File: src/design/okle_pkg.sv
// Types and constants shared by the ordered key list engine.
package okle_pkg;

  localparam logic [2:0] REQ_INS_KEY  = 3'd0;
  localparam logic [2:0] REQ_INS_HEAD = 3'd1;
  localparam logic [2:0] REQ_INS_TAIL = 3'd2;
  localparam logic [2:0] REQ_DEL_KEY  = 3'd3;
  localparam logic [2:0] REQ_DEL_HEAD = 3'd4;
  localparam logic [2:0] REQ_DEL_TAIL = 3'd5;
  localparam logic [2:0] REQ_LIST     = 3'd6;

  localparam logic [1:0] ST_OK      = 2'd0;
  localparam logic [1:0] ST_FULL    = 2'd1;
  localparam logic [1:0] ST_EMPTY   = 2'd2;
  localparam logic [1:0] ST_MISSING = 2'd3;

  typedef struct packed {
    logic [2:0]         req_type;
    logic signed [31:0] new_key;
    logic signed [31:0] anchor_key;
  } req_t;

  typedef struct packed {
    logic [1:0]         status;
    logic               item_valid;
    logic signed [31:0] item_key;
    logic               last;
    logic [4:0]         element_count;
  } res_t;

  typedef enum logic [1:0] {
    OP_INS,
    OP_DEL,
    OP_LIST,
    OP_NONE
  } op_t;

  typedef enum logic [1:0] {
    AT_KEY,
    AT_HEAD,
    AT_TAIL
  } site_t;

  typedef struct packed {
    op_t                op;
    site_t              site;
    logic signed [31:0] new_key;
    logic signed [31:0] anchor_key;
  } cmd_t;

  typedef enum logic [1:0] {
    CM_HOLD,
    CM_INSERT,
    CM_DELETE,
    CM_ROTATE
  } cell_mode_t;

  typedef struct packed {
    cell_mode_t         mode;
    logic signed [31:0] key;
  } cell_ctl_t;

endpackage

File: src/design/okle_front.sv
// Request intake: decodes requests and queues them for the sequencer.
module okle_front (
  input  logic          clk,
  input  logic          rst,
  input  logic          start,
  output logic          busy,
  input  okle_pkg::req_t req,
  output okle_pkg::cmd_t cmd,
  output logic          cmd_valid,
  input  logic          cmd_pop
);
  import okle_pkg::*;

  cmd_t q0, q1;
  logic v0, v1;
  cmd_t incoming;
  logic push;

  function automatic cmd_t classify(req_t r);
    cmd_t c;
    c.new_key    = r.new_key;
    c.anchor_key = r.anchor_key;
    c.op         = OP_NONE;
    c.site       = AT_KEY;
    unique case (r.req_type)
      REQ_INS_KEY:  begin c.op = OP_INS;  c.site = AT_KEY;  end
      REQ_INS_HEAD: begin c.op = OP_INS;  c.site = AT_HEAD; end
      REQ_INS_TAIL: begin c.op = OP_INS;  c.site = AT_TAIL; end
      REQ_DEL_KEY:  begin c.op = OP_DEL;  c.site = AT_KEY;  end
      REQ_DEL_HEAD: begin c.op = OP_DEL;  c.site = AT_HEAD; end
      REQ_DEL_TAIL: begin c.op = OP_DEL;  c.site = AT_TAIL; end
      REQ_LIST:     begin c.op = OP_LIST; c.site = AT_KEY;  end
      default:      begin c.op = OP_NONE; c.site = AT_KEY;  end
    endcase
    return c;
  endfunction

  assign busy      = v1;
  assign push      = start && !v1;
  assign incoming  = classify(req);
  assign cmd       = q0;
  assign cmd_valid = v0;

  always_ff @(posedge clk) begin
    if (rst) begin
      v0 <= 1'b0;
      v1 <= 1'b0;
    end else begin
      priority if (cmd_pop && v0 && push) begin
        if (v1) begin
          q0 <= q1;
          q1 <= incoming;
        end else begin
          q0 <= incoming;
        end
      end else if (cmd_pop && v0) begin
        q0 <= q1;
        v0 <= v1;
        v1 <= 1'b0;
      end else if (push) begin
        if (!v0) begin
          q0 <= incoming;
          v0 <= 1'b1;
        end else begin
          q1 <= incoming;
          v1 <= 1'b1;
        end
      end else begin
        v0 <= v0;
      end
    end
  end

endmodule

File: src/design/okle_cells.sv
// Shifting chain of key cells: insert, delete and rotate in place.
module okle_cells #(
  parameter int CAPACITY = 16
) (
  input  logic                            clk,
  input  okle_pkg::cell_ctl_t             ctl,
  input  logic [$clog2(CAPACITY+1)-1:0]   pos,
  input  logic [$clog2(CAPACITY+1)-1:0]   count,
  output logic signed [31:0]              head
);
  import okle_pkg::*;

  localparam int CNT_W = $clog2(CAPACITY + 1);

  logic signed [31:0] slot [CAPACITY];

  assign head = slot[0];

  for (genvar i = 0; i < CAPACITY; i++) begin : g_cell
    localparam logic [CNT_W-1:0] IDX = CNT_W'(i);
    localparam logic [CNT_W-1:0] NXT = CNT_W'(i + 1);
    logic signed [31:0] upper;
    logic signed [31:0] lower;

    if (i == CAPACITY - 1) begin : g_top
      assign upper = slot[i];
    end else begin : g_mid
      assign upper = slot[i+1];
    end
    if (i == 0) begin : g_bot
      assign lower = ctl.key;
    end else begin : g_rest
      assign lower = slot[i-1];
    end

    always_ff @(posedge clk) begin
      unique case (ctl.mode)
        CM_HOLD: slot[i] <= slot[i];
        CM_INSERT: begin
          if (IDX == pos) slot[i] <= ctl.key;
          else if (IDX > pos) slot[i] <= lower;
        end
        CM_DELETE: begin
          if (IDX >= pos) slot[i] <= upper;
        end
        CM_ROTATE: begin
          if (NXT < count) slot[i] <= upper;
          else if (NXT == count) slot[i] <= slot[0];
        end
        default: slot[i] <= slot[i];
      endcase
    end
  end

endmodule

File: src/design/okle_back.sv
// Sequencer: checks requests against the count, scans, updates and lists.
module okle_back #(
  parameter int CAPACITY = 16
) (
  input  logic                  clk,
  input  logic                  rst,
  input  okle_pkg::cmd_t        cmd,
  input  logic                  cmd_valid,
  output logic                  cmd_pop,
  output logic                  done,
  output okle_pkg::res_t        res
);
  import okle_pkg::*;

  localparam int CNT_W = $clog2(CAPACITY + 1);
  localparam logic [CNT_W-1:0] CAP_CNT = CNT_W'(CAPACITY);
  localparam logic [CNT_W-1:0] ONE     = CNT_W'(1);

  typedef enum logic [1:0] {
    S_IDLE,
    S_SCAN,
    S_APPLY,
    S_LIST
  } state_t;

  state_t             state, state_next;
  logic [CNT_W-1:0]   count, count_next;
  op_t                op, op_next;
  logic signed [31:0] mkey, mkey_next;
  logic signed [31:0] ikey, ikey_next;
  logic [CNT_W-1:0]   idx, idx_next;
  logic               found, found_next;
  logic [CNT_W-1:0]   fpos, fpos_next;
  res_t               res_next;
  logic               done_next;

  cell_ctl_t          ctl;
  logic [CNT_W-1:0]   cell_pos;
  logic signed [31:0] head;

  function automatic res_t mk_res(logic [1:0] st, logic v, logic signed [31:0] k,
                                  logic l, logic [CNT_W-1:0] c);
    res_t r;
    r.status        = st;
    r.item_valid    = v;
    r.item_key      = k;
    r.last          = l;
    r.element_count = 5'(c);
    return r;
  endfunction

  okle_cells #(.CAPACITY(CAPACITY)) u_cells (
    .clk   (clk),
    .ctl   (ctl),
    .pos   (cell_pos),
    .count (count),
    .head  (head)
  );

  always_comb begin
    state_next = state;
    count_next = count;
    op_next    = op;
    mkey_next  = mkey;
    ikey_next  = ikey;
    idx_next   = idx;
    found_next = found;
    fpos_next  = fpos;
    res_next   = res;
    done_next  = 1'b0;
    cmd_pop    = 1'b0;
    ctl.mode   = CM_HOLD;
    ctl.key    = ikey;
    cell_pos   = '0;
    unique case (state)
      S_IDLE: begin
        if (cmd_valid) begin
          cmd_pop    = 1'b1;
          op_next    = cmd.op;
          ikey_next  = cmd.new_key;
          idx_next   = '0;
          found_next = 1'b0;
          fpos_next  = '0;
          ctl.key    = cmd.new_key;
          unique case (cmd.op)
            OP_INS: begin
              if (cmd.site == AT_KEY && count == '0) begin
                done_next = 1'b1;
                res_next  = mk_res(ST_EMPTY, 1'b0, '0, 1'b1, count);
              end else if (count >= CAP_CNT) begin
                done_next = 1'b1;
                res_next  = mk_res(ST_FULL, 1'b0, '0, 1'b1, count);
              end else if (cmd.site == AT_KEY) begin
                mkey_next  = cmd.anchor_key;
                state_next = S_SCAN;
              end else begin
                ctl.mode   = CM_INSERT;
                cell_pos   = (cmd.site == AT_HEAD) ? '0 : count;
                count_next = count + ONE;
                done_next  = 1'b1;
                res_next   = mk_res(ST_OK, 1'b0, '0, 1'b1, count + ONE);
              end
            end
            OP_DEL: begin
              if (count == '0) begin
                done_next = 1'b1;
                res_next  = mk_res(ST_EMPTY, 1'b0, '0, 1'b1, count);
              end else if (cmd.site == AT_KEY) begin
                mkey_next  = cmd.new_key;
                state_next = S_SCAN;
              end else begin
                ctl.mode   = CM_DELETE;
                cell_pos   = (cmd.site == AT_HEAD) ? '0 : count - ONE;
                count_next = count - ONE;
                done_next  = 1'b1;
                res_next   = mk_res(ST_OK, 1'b0, '0, 1'b1, count - ONE);
              end
            end
            OP_LIST: begin
              if (count == '0) begin
                done_next = 1'b1;
                res_next  = mk_res(ST_OK, 1'b0, '0, 1'b1, count);
              end else begin
                state_next = S_LIST;
              end
            end
            OP_NONE: begin
              done_next = 1'b1;
              res_next  = mk_res(ST_OK, 1'b0, '0, 1'b1, count);
            end
            default: begin
              done_next = 1'b1;
              res_next  = mk_res(ST_OK, 1'b0, '0, 1'b1, count);
            end
          endcase
        end
      end
      S_SCAN: begin
        ctl.mode = CM_ROTATE;
        if (!found && head == mkey) begin
          found_next = 1'b1;
          fpos_next  = idx;
        end
        idx_next = idx + ONE;
        if (idx == count - ONE) state_next = S_APPLY;
      end
      S_APPLY: begin
        state_next = S_IDLE;
        done_next  = 1'b1;
        if (op == OP_INS) begin
          ctl.mode   = CM_INSERT;
          cell_pos   = found ? fpos + ONE : count;
          count_next = count + ONE;
          res_next   = mk_res(ST_OK, 1'b0, '0, 1'b1, count + ONE);
        end else if (found) begin
          ctl.mode   = CM_DELETE;
          cell_pos   = fpos;
          count_next = count - ONE;
          res_next   = mk_res(ST_OK, 1'b0, '0, 1'b1, count - ONE);
        end else begin
          res_next = mk_res(ST_MISSING, 1'b0, '0, 1'b1, count);
        end
      end
      S_LIST: begin
        ctl.mode  = CM_ROTATE;
        done_next = 1'b1;
        res_next  = mk_res(ST_OK, 1'b1, head, idx == count - ONE, count);
        idx_next  = idx + ONE;
        if (idx == count - ONE) state_next = S_IDLE;
      end
      default: state_next = S_IDLE;
    endcase
  end

  always_ff @(posedge clk) begin
    if (rst) begin
      state <= S_IDLE;
      count <= '0;
      done  <= 1'b0;
      op    <= OP_NONE;
      idx   <= '0;
      found <= 1'b0;
      fpos  <= '0;
    end else begin
      state <= state_next;
      count <= count_next;
      done  <= done_next;
      op    <= op_next;
      idx   <= idx_next;
      found <= found_next;
      fpos  <= fpos_next;
    end
    mkey <= mkey_next;
    ikey <= ikey_next;
    res  <= res_next;
  end

endmodule

File: src/design/ordered_key_list_engine.sv
// Top level of the ordered key list engine.
//
// Holds an ordered list of up to CAPACITY signed 32-bit keys.
// Requests enter on req and transfer at a rising edge with start high and
// busy low. A two-entry queue sits in front of the sequencer, so busy rises
// only when two requests wait behind the one in progress.
// Results leave on res with done high for exactly one cycle each; the
// receiver must take them as they come, there is no back-pressure.
// Work per request in the sequencer:
//   insert/delete at head or tail, refused requests, unused code: done in
//   the idle state as the request is taken; insert or delete by key: one
//   rotation of the cell chain to search, then the update
//   list: one element per cycle from the head of the rotating chain
// With the queue empty, a request done in the idle state is popped from the
// queue and its result registered; a list first moves to the list state.
// Reset empties the list and the queue; key cells are not cleared.
module ordered_key_list_engine #(
  parameter int CAPACITY = 16
) (
  input  logic           clk,
  input  logic           rst,
  input  logic           start,
  output logic           busy,
  input  okle_pkg::req_t req,
  output logic           done,
  output okle_pkg::res_t res
);
  import okle_pkg::*;

  cmd_t cmd;
  logic cmd_valid;
  logic cmd_pop;

  okle_front u_front (
    .clk       (clk),
    .rst       (rst),
    .start     (start),
    .busy      (busy),
    .req       (req),
    .cmd       (cmd),
    .cmd_valid (cmd_valid),
    .cmd_pop   (cmd_pop)
  );

  okle_back #(.CAPACITY(CAPACITY)) u_back (
    .clk       (clk),
    .rst       (rst),
    .cmd       (cmd),
    .cmd_valid (cmd_valid),
    .cmd_pop   (cmd_pop),
    .done      (done),
    .res       (res)
  );

endmodule

File: config.mk
export PLATFORM = sky130hd
export DESIGN_NAME = ordered_key_list_engine
export DESIGN_NICKNAME = d
export VERILOG_FILES = /design/src/design/okle_pkg.sv /design/src/design/okle_front.sv /design/src/design/okle_cells.sv /design/src/design/okle_back.sv /design/src/design/ordered_key_list_engine.sv
export SDC_FILE = /design/constraint.sdc
export NUM_CORES = 2
export LEC_CHECK = 0
export ABC_CLOCK_PERIOD_IN_PS = 13100
export BUFFER_PORTS_ARGS = -buffer_cell sky130_fd_sc_hd__buf_2
export CAP_MARGIN = 20
export CORE_ASPECT_RATIO = 1.2
export CORE_UTILIZATION = 61
export CTS_CLUSTER_DIAMETER = 150
export CTS_CLUSTER_SIZE = 16
export DETAILED_ROUTE_END_ITERATION = 6
export GPL_TIMING_DRIVEN = 0
export PLACE_DENSITY = 0.78
export SLEW_MARGIN = 30
export SYNTH_ARGS = -nofsm -noshare
export SYNTH_HDL_FRONTEND = slang
export SYNTH_HIERARCHICAL = 1
export SYNTH_SLANG_ARGS = --single-unit
export TNS_END_PERCENT = 1
File: constraint.sdc
create_clock -name clk -period 13.1 [get_ports clk]
set_clock_uncertainty 0.2 [all_clocks]
set_input_delay 0.655 -clock clk [delete_from_list [all_inputs] [get_ports clk]]
set_output_delay 0.655 -clock clk [all_outputs]
set_load 0.05 [all_outputs]
# Word level (Yosys, flattened, before mapping)
# Memories as Yosys holds them, arrays and structs flattened.
# Cells that the tools add are included.
[word_totals]
register_bits = 264
mem_bits_rw = 512
in_bits = 70
output_inout_bits = 43
word_cells = 719
n_memories = 1
[memory_table]
columns = ["name", "depth", "width", "read_ports", "rd_clocked_by_memory_dff", "write_ports", "line_no", "rtl"]
rows = [
  ["u_back.u_cells.slot", 16, 32, 16, 0, 16, "okle_cells.sv:15", "logic signed [31:0] slot [CAPACITY];"],
]
[op_classes]
addsub = 4
order_cmp = 49
n_eq_ne = 73
n_mux = 448
bitwise_logic = 82
reduce_logical = 38
[op_table]
columns = ["operator", "count"]
rows = [
  ["32-bit 2-to-1 mux", 86],
  ["68-bit 2-to-1 mux", 10],
  ["41-bit 2-to-1 mux", 9],
  ["1-bit 2-to-1 mux", 290],
  ["41-bit one-hot mux with 4 select lines", 1],
  ["41-bit one-hot mux with 3 select lines", 1],
  ["5-bit 2-to-1 mux", 21],
  ["4-bit by 5-bit == test with 1-bit output, first input constant", 16],
  ["1-bit OR", 80],
  ["32-bit one-hot mux with 2 select lines", 1],
  ["5-bit one-hot mux with 2 select lines", 6],
  ["3-bit by 5-bit == test with 1-bit output, first input constant", 8],
  ["4-bit by 5-bit >= comparator with 1-bit output, first input constant", 8],
  ["4-bit by 5-bit greater-than comparator with 1-bit output, first input constant", 8],
  ["4-bit by 5-bit < comparator with 1-bit output, first input constant", 8],
  ["34-bit 2-to-1 mux", 1],
  ["32-bit == test", 1],
  ["2-bit 2-to-1 mux", 14],
  ["4-bit one-hot mux with 7 select lines", 1],
  ["3-bit != test, second input constant", 8],
  ["2-bit by 5-bit == test with 1-bit output, first input constant", 4],
  ["3-bit by 5-bit >= comparator with 1-bit output, first input constant", 4],
  ["3-bit by 5-bit greater-than comparator with 1-bit output, first input constant", 4],
  ["3-bit by 5-bit < comparator with 1-bit output, first input constant", 4],
  ["43 further kinds", 100],
]

# Logic depth before layout (Yosys ltp)
[logic_depth]
depth_word = 17
mapped_depth = 17
depth_no_buf = 12

# Cells and area by module
# Netlist, hierarchy kept.
[by_module_without_submodules]
columns = ["mod", "instances", "cells_per_inst", "area_per_inst_um2"]
rows = [
  ["okle_cells", 1, 2499, 28797.6],
  ["okle_back", 1, 588, 6446.2],
  ["okle_front", 1, 237, 5216.3],
]

# Least setup slack after synthesis
# No wires, ideal clock.
[synth_timing]
path_type = "reg2reg"
startpoint = "register u_back.state[1]"
endpoint = "register u_front/q1[0] (netlist bit), enable pin"
setup_time_ps = 685
arrival_ps = 8913
t_required_ps = 12215
setup_slack_ps = 3301
path_stages_with_launch = 9
n_path_buf = 3
path_cell_list = "dfxtp_1 -> clkbuf_1 -> or3b_1 -> buf_2 -> inv_2 -> buf_2 -> and2_4 -> ha_1 -> nor4b_1"
[synth_via]
elab_chain_len = 6
elab_cells_between_ends = 9
classes_between = "2 x eq/ne; 1 x mux; 6 x reduce/logical"
[synth_lines]
columns = ["element", "line_no", "rtl"]
rows = [
  ["start, declared", "okle_back.sv:26", "state_t state, state_next;"],
  ["start signal, assigned", "okle_back.sv:185", "state <= state_next;"],
  ["2-bit logical NOT (*)", "okle_back.sv:75", "unique case (state)"],
  ["1-bit 2-to-1 mux (*)", "okle_back.sv:75", ""],
  ["via cmd_pop", "ordered_key_list_engine.sv:32", "logic cmd_pop;"],
  ["1-bit logical AND (*)", "okle_front.sv:49, okle_front.sv:56", ""],
  ["1-bit logical AND", "okle_front.sv:49", "priority if (cmd_pop && v0 && push) begin"],
  ["2-bit by 1-bit != test with 1-bit output (no source line), or another cell as far along", "--", ""],
  ["5-bit AND reduction (no source line) (*)", "--", ""],
  ["end signal, assigned", "okle_front.sv:52", "q1 <= incoming;"],
  ["end signal, assigned", "okle_front.sv:65", "q1 <= incoming;"],
  ["end, declared", "okle_front.sv:14", "cmd_t q0, q1;"],
]
# The timed path passes the listed nets; every way through them passes the cells marked *.
# A chain may end at the register's enable or synchronous reset.

==> flow_results.xml <==
<?xml version="1.0" encoding="UTF-8"?>
<metrics>
  <group name="outcome">
    <metric name="status" unit="">complete, but fails checks</metric>
    <metric name="failed_checks" unit="">DRC</metric>
  </group>
  <group name="timing">
    <metric name="timing.max_slew.rel_slack" unit="%">24.4</metric>
    <metric name="final_hold_viol_count" unit="">0</metric>
    <metric name="fin_ws" unit="ps">6930</metric>
    <metric name="fmax" unit="GHz">0.162</metric>
    <metric name="worst_pin_slew" unit="ps">1130</metric>
    <metric name="finalCritPeriodShare" unit="%">47.1</metric>
    <metric name="setup_total_negative_slack" unit="ps">0</metric>
    <metric name="setup_viol" unit="">0</metric>
    <metric name="maxSlewViolCount" unit="">0</metric>
    <metric name="grt_setup_unrepaired" unit="">no</metric>
    <metric name="period_minus_slack" unit="ps">6170</metric>
  </group>
  <group name="pwr">
    <metric name="power-per-cell-area" unit="mW/mm2">146</metric>
    <metric name="design_power_total" unit="mW">6.54</metric>
    <metric name="leakage" unit="nW">17.4</metric>
    <metric name="peakVddDrop" unit="V">0.000134</metric>
  </group>
  <group name="clocking">
    <metric name="clock_tree.buffer_depth" unit="">3</metric>
    <metric name="cts-resized-gates" unit="">0</metric>
    <metric name="cts_hold_buf" unit="">59</metric>
    <metric name="cts_inserted_buffers" unit="">54</metric>
    <metric name="cts_setup_buffers" unit="">0</metric>
    <metric name="cts_tree" unit="">yes</metric>
    <metric name="cts.sinks" unit="">776</metric>
    <metric name="htree_num_levels" unit="">2</metric>
    <metric name="clk_transition_reported_paths" unit="ps">70</metric>
    <metric name="insertion_delay" unit="ps">660</metric>
    <metric name="root_buffer" unit="">clkbuf_16</metric>
  </group>
  <group name="placement">
    <metric name="detailedPlace.worstSlack" unit="ps">7160</metric>
    <metric name="place.gp.congestion" unit="">1.01</metric>
    <metric name="dpl.hpwl" unit="um">98700</metric>
    <metric name="portBuffers" unit="">112</metric>
  </group>
  <group name="synthesis">
    <metric name="synthArstFlopShare" unit="%">0</metric>
    <metric name="yosysWarningCount" unit="">6</metric>
    <metric name="synth-edff-count" unit="">753</metric>
    <metric name="yosysUniqueCellTypes" unit="">78</metric>
    <metric name="synth-seq-cells" unit="">776</metric>
    <metric name="synth_area_per_cell" unit="um2">12.2</metric>
    <metric name="synth_cells" unit="">3324</metric>
    <metric name="synth.yosys.seq_area_share" unit="%">57.0</metric>
    <metric name="synth_ff_type" unit="">edfxtp_1</metric>
    <metric name="synthesis.nets" unit="">3401</metric>
    <metric name="synthesis.area" unit="mm2">0.0405</metric>
  </group>
  <group name="layout">
    <metric name="post_route_cells_drive_above_1_share" unit="%">13.6</metric>
    <metric name="most-common-layout-cells" unit="">edfxtp_1 (753), mux2i_1 (424), nor2_1 (234), a22oi_1 (228), nand2_1 (226)</metric>
    <metric name="final_core_utilization" unit="%">68.0</metric>
    <metric name="layout.cells.most_common" unit="">edfxtp_1</metric>
    <metric name="area_growth_syn_to_layout" unit="%">10.5</metric>
    <metric name="layout_net_count" unit="">3664</metric>
  </group>
  <group name="grt">
    <metric name="global_router_s_overall_resource_usage" unit="%">40.0</metric>
    <metric name="grt-ovfl-total" unit="">0</metric>
    <metric name="grt_antenna_before_repair" unit="">1</metric>
    <metric name="vias_in_the_first_global_route" unit="">32170</metric>
    <metric name="first_pass_grt_wire_length" unit="um">200000</metric>
    <metric name="grt_start_max_net_pins" unit="">45</metric>
  </group>
  <group name="detailed_routing">
    <metric name="drt_first_pass_iters" unit="">7</metric>
    <metric name="vias_per_cell" unit="">7.20</metric>
    <metric name="highest-signal-layer" unit="">met5</metric>
    <metric name="detailroute.via_count" unit="">31964</metric>
    <metric name="route.layer.met1.wl" unit="um">48400</metric>
    <metric name="drcViolationCount" unit="">48</metric>
    <metric name="route.met2.wl" unit="um">63700</metric>
    <metric name="detail_route.wirelength" unit="um">137000</metric>
    <metric name="violation_count_after_the_first_detailed_route_iteration" unit="">4709</metric>
    <metric name="route.detailed.wl_per_inst" unit="um">30.9</metric>
    <metric name="antenna_left" unit="">0</metric>
    <metric name="dr_wl_met3" unit="um">15900</metric>
  </group>
  <group name="critical_path">
    <metric name="reg2reg_depth" unit="">20</metric>
    <metric name="cp_data_required_time" unit="ps">13310</metric>
    <metric name="criticalPathCategory" unit="">reg -&gt; reg</metric>
    <metric name="arrival" unit="ps">6370</metric>
    <metric name="cp-start-kind" unit="">flop</metric>
    <metric name="worst-path-max-fanout" unit="">10</metric>
    <metric name="critical_path.endpoint_type" unit="">flop</metric>
  </group>
  <group name="die">
    <metric name="die_y" unit="um">284</metric>
    <metric name="die_area" unit="mm2">0.0674</metric>
    <metric name="core_region_area" unit="mm2">0.0657</metric>
    <metric name="io_pins" unit="">113</metric>
    <metric name="placementRows" unit="">103</metric>
    <metric name="initial_utilization" unit="%">61.6</metric>
    <metric name="die_width" unit="um">237</metric>
  </group>
  <group name="hold_path">
    <metric name="holdCritPathClass" unit="">in -&gt; reg</metric>
    <metric name="min_path_cells" unit="">1</metric>
  </group>
  <group name="job">
    <metric name="drv.max_cap_violation_count" unit="">0</metric>
  </group>
</metrics>
[logic make-up (layout without fill, tap and decap cells)]
logic type	after synthesis	after routing	synth area share, %
and+or+nand+nor	637	637	7.23
xor gates and xnor gates	52	52	1.16
buffers and inverters	342	617	3.72
AOI/OAI and AO/OA	946	946	16.0
DFF	776	776	57.0
muxes	564	564	14.6
other	0	3	0
adders and majority gates	7	7	0.216
[where the power goes]
part           switching, mW  internal (mW)  leakage [nW]  total (mW)
sequential             0.168           3.14          7.13        3.31
clock                  0.863          0.757         0.708        1.62
combinational           1.02          0.583          9.58        1.61
[routing by layer]
layer | global-route usage, % | vias up
met5 | 0 | -
met4 | 23.8 | 2
met3 | 10.2 | 577
met2 | 64.4 | 2444
met1 | 48.5 | 15588
li1 | - | 13353
[sequential cells by signal (all words and copies together), names as in the netlist, 2 cells and up]
name	cells
u_back/u_cells/slot	512
u_back/ikey	32
u_back/mkey	32
u_back/state	2
u_front/cmd	68
u_back/fpos	5
u_back/op	2
u_back/res	41
u_back/count	5
u_back/idx	5
u_front/q1	68
[critical path, stage by stage, from the launching register on]
cell and delay [ps]:
dfxtp_1 540, buf_2 310, inv_1 100, ha_1 180
buf_2 190, nor3b_2 220, a21oi_1 280, and3_1 240
o21bai_1 80, a21oi_1 520, buf_2 430, nand4_1 220
a22oi_1 300, buf_2 310, buf_1 440, o211ai_1 340
buf_4 260, buf_2 180, buf_2 200, buf_2 180
buf_2 180
[metrics by stage]
step	area [um2]	std cells	hold slack, ps
finish	44700	4442	12.9
global route	44700	4439	1.54
detailed placement	42600	4312	260
CTS	44700	4439	1.34
floorplan	40500	3324	244
global placement	42100	4276	261
[synthesized netlist by cell type (9+ instances only)]
cell	n	area, um2
o21ai_0	217	1090
mux2_2	91	1020
buf_2	96	480
mux2_1	27	304
a21o_1	67	503
nor2_1	234	878
a21oi_1	130	651
buf_4	17	128
dfxtp_1	23	460
nand2_1	228	856
nand3_1	13	65.1
nor3_1	44	220
mux2i_1	424	4240
buf_1	17	63.8
a211oi_1	34	255
o21ai_1	30	150
mux2_4	21	315
o22ai_1	70	438
and2_1	9	56.3
xnor2_1	44	385
a221o_1	130	1300
a22oi_1	228	1710
nand4_1	10	62.6
nand2b_1	14	87.6
inv_1	15	56.3
clkbuf_1	192	721
edfxtp_1	753	22600
and3_1	36	225
[path summary, 6_finish.rpt]
path	startpoint	end	slack, ps
worst max register to register	u_back/count[1]	u_back/u_cells/slot[1][197]	6930
worst min-delay path	req[58]	u_front/q1[58]	10
worst max-delay path	u_back/count[1]	u_back/u_cells/slot[1][197]	6930
worst min register to register	u_front/cmd[51]	u_back/ikey[19]	270
[layout make-up]
class	instances	area [um2]
multi-input combinational	2206	16000
inverter	16	60.1
sequential	776	23100
tap	840	1050
antenna	3	7.51
clock buffer	65	1410
fill	4771	21000
buffer	326	1450
timing repair buffer	207	1610
clock inverter	3	37.5
Power figures use the tool's default switching activity.
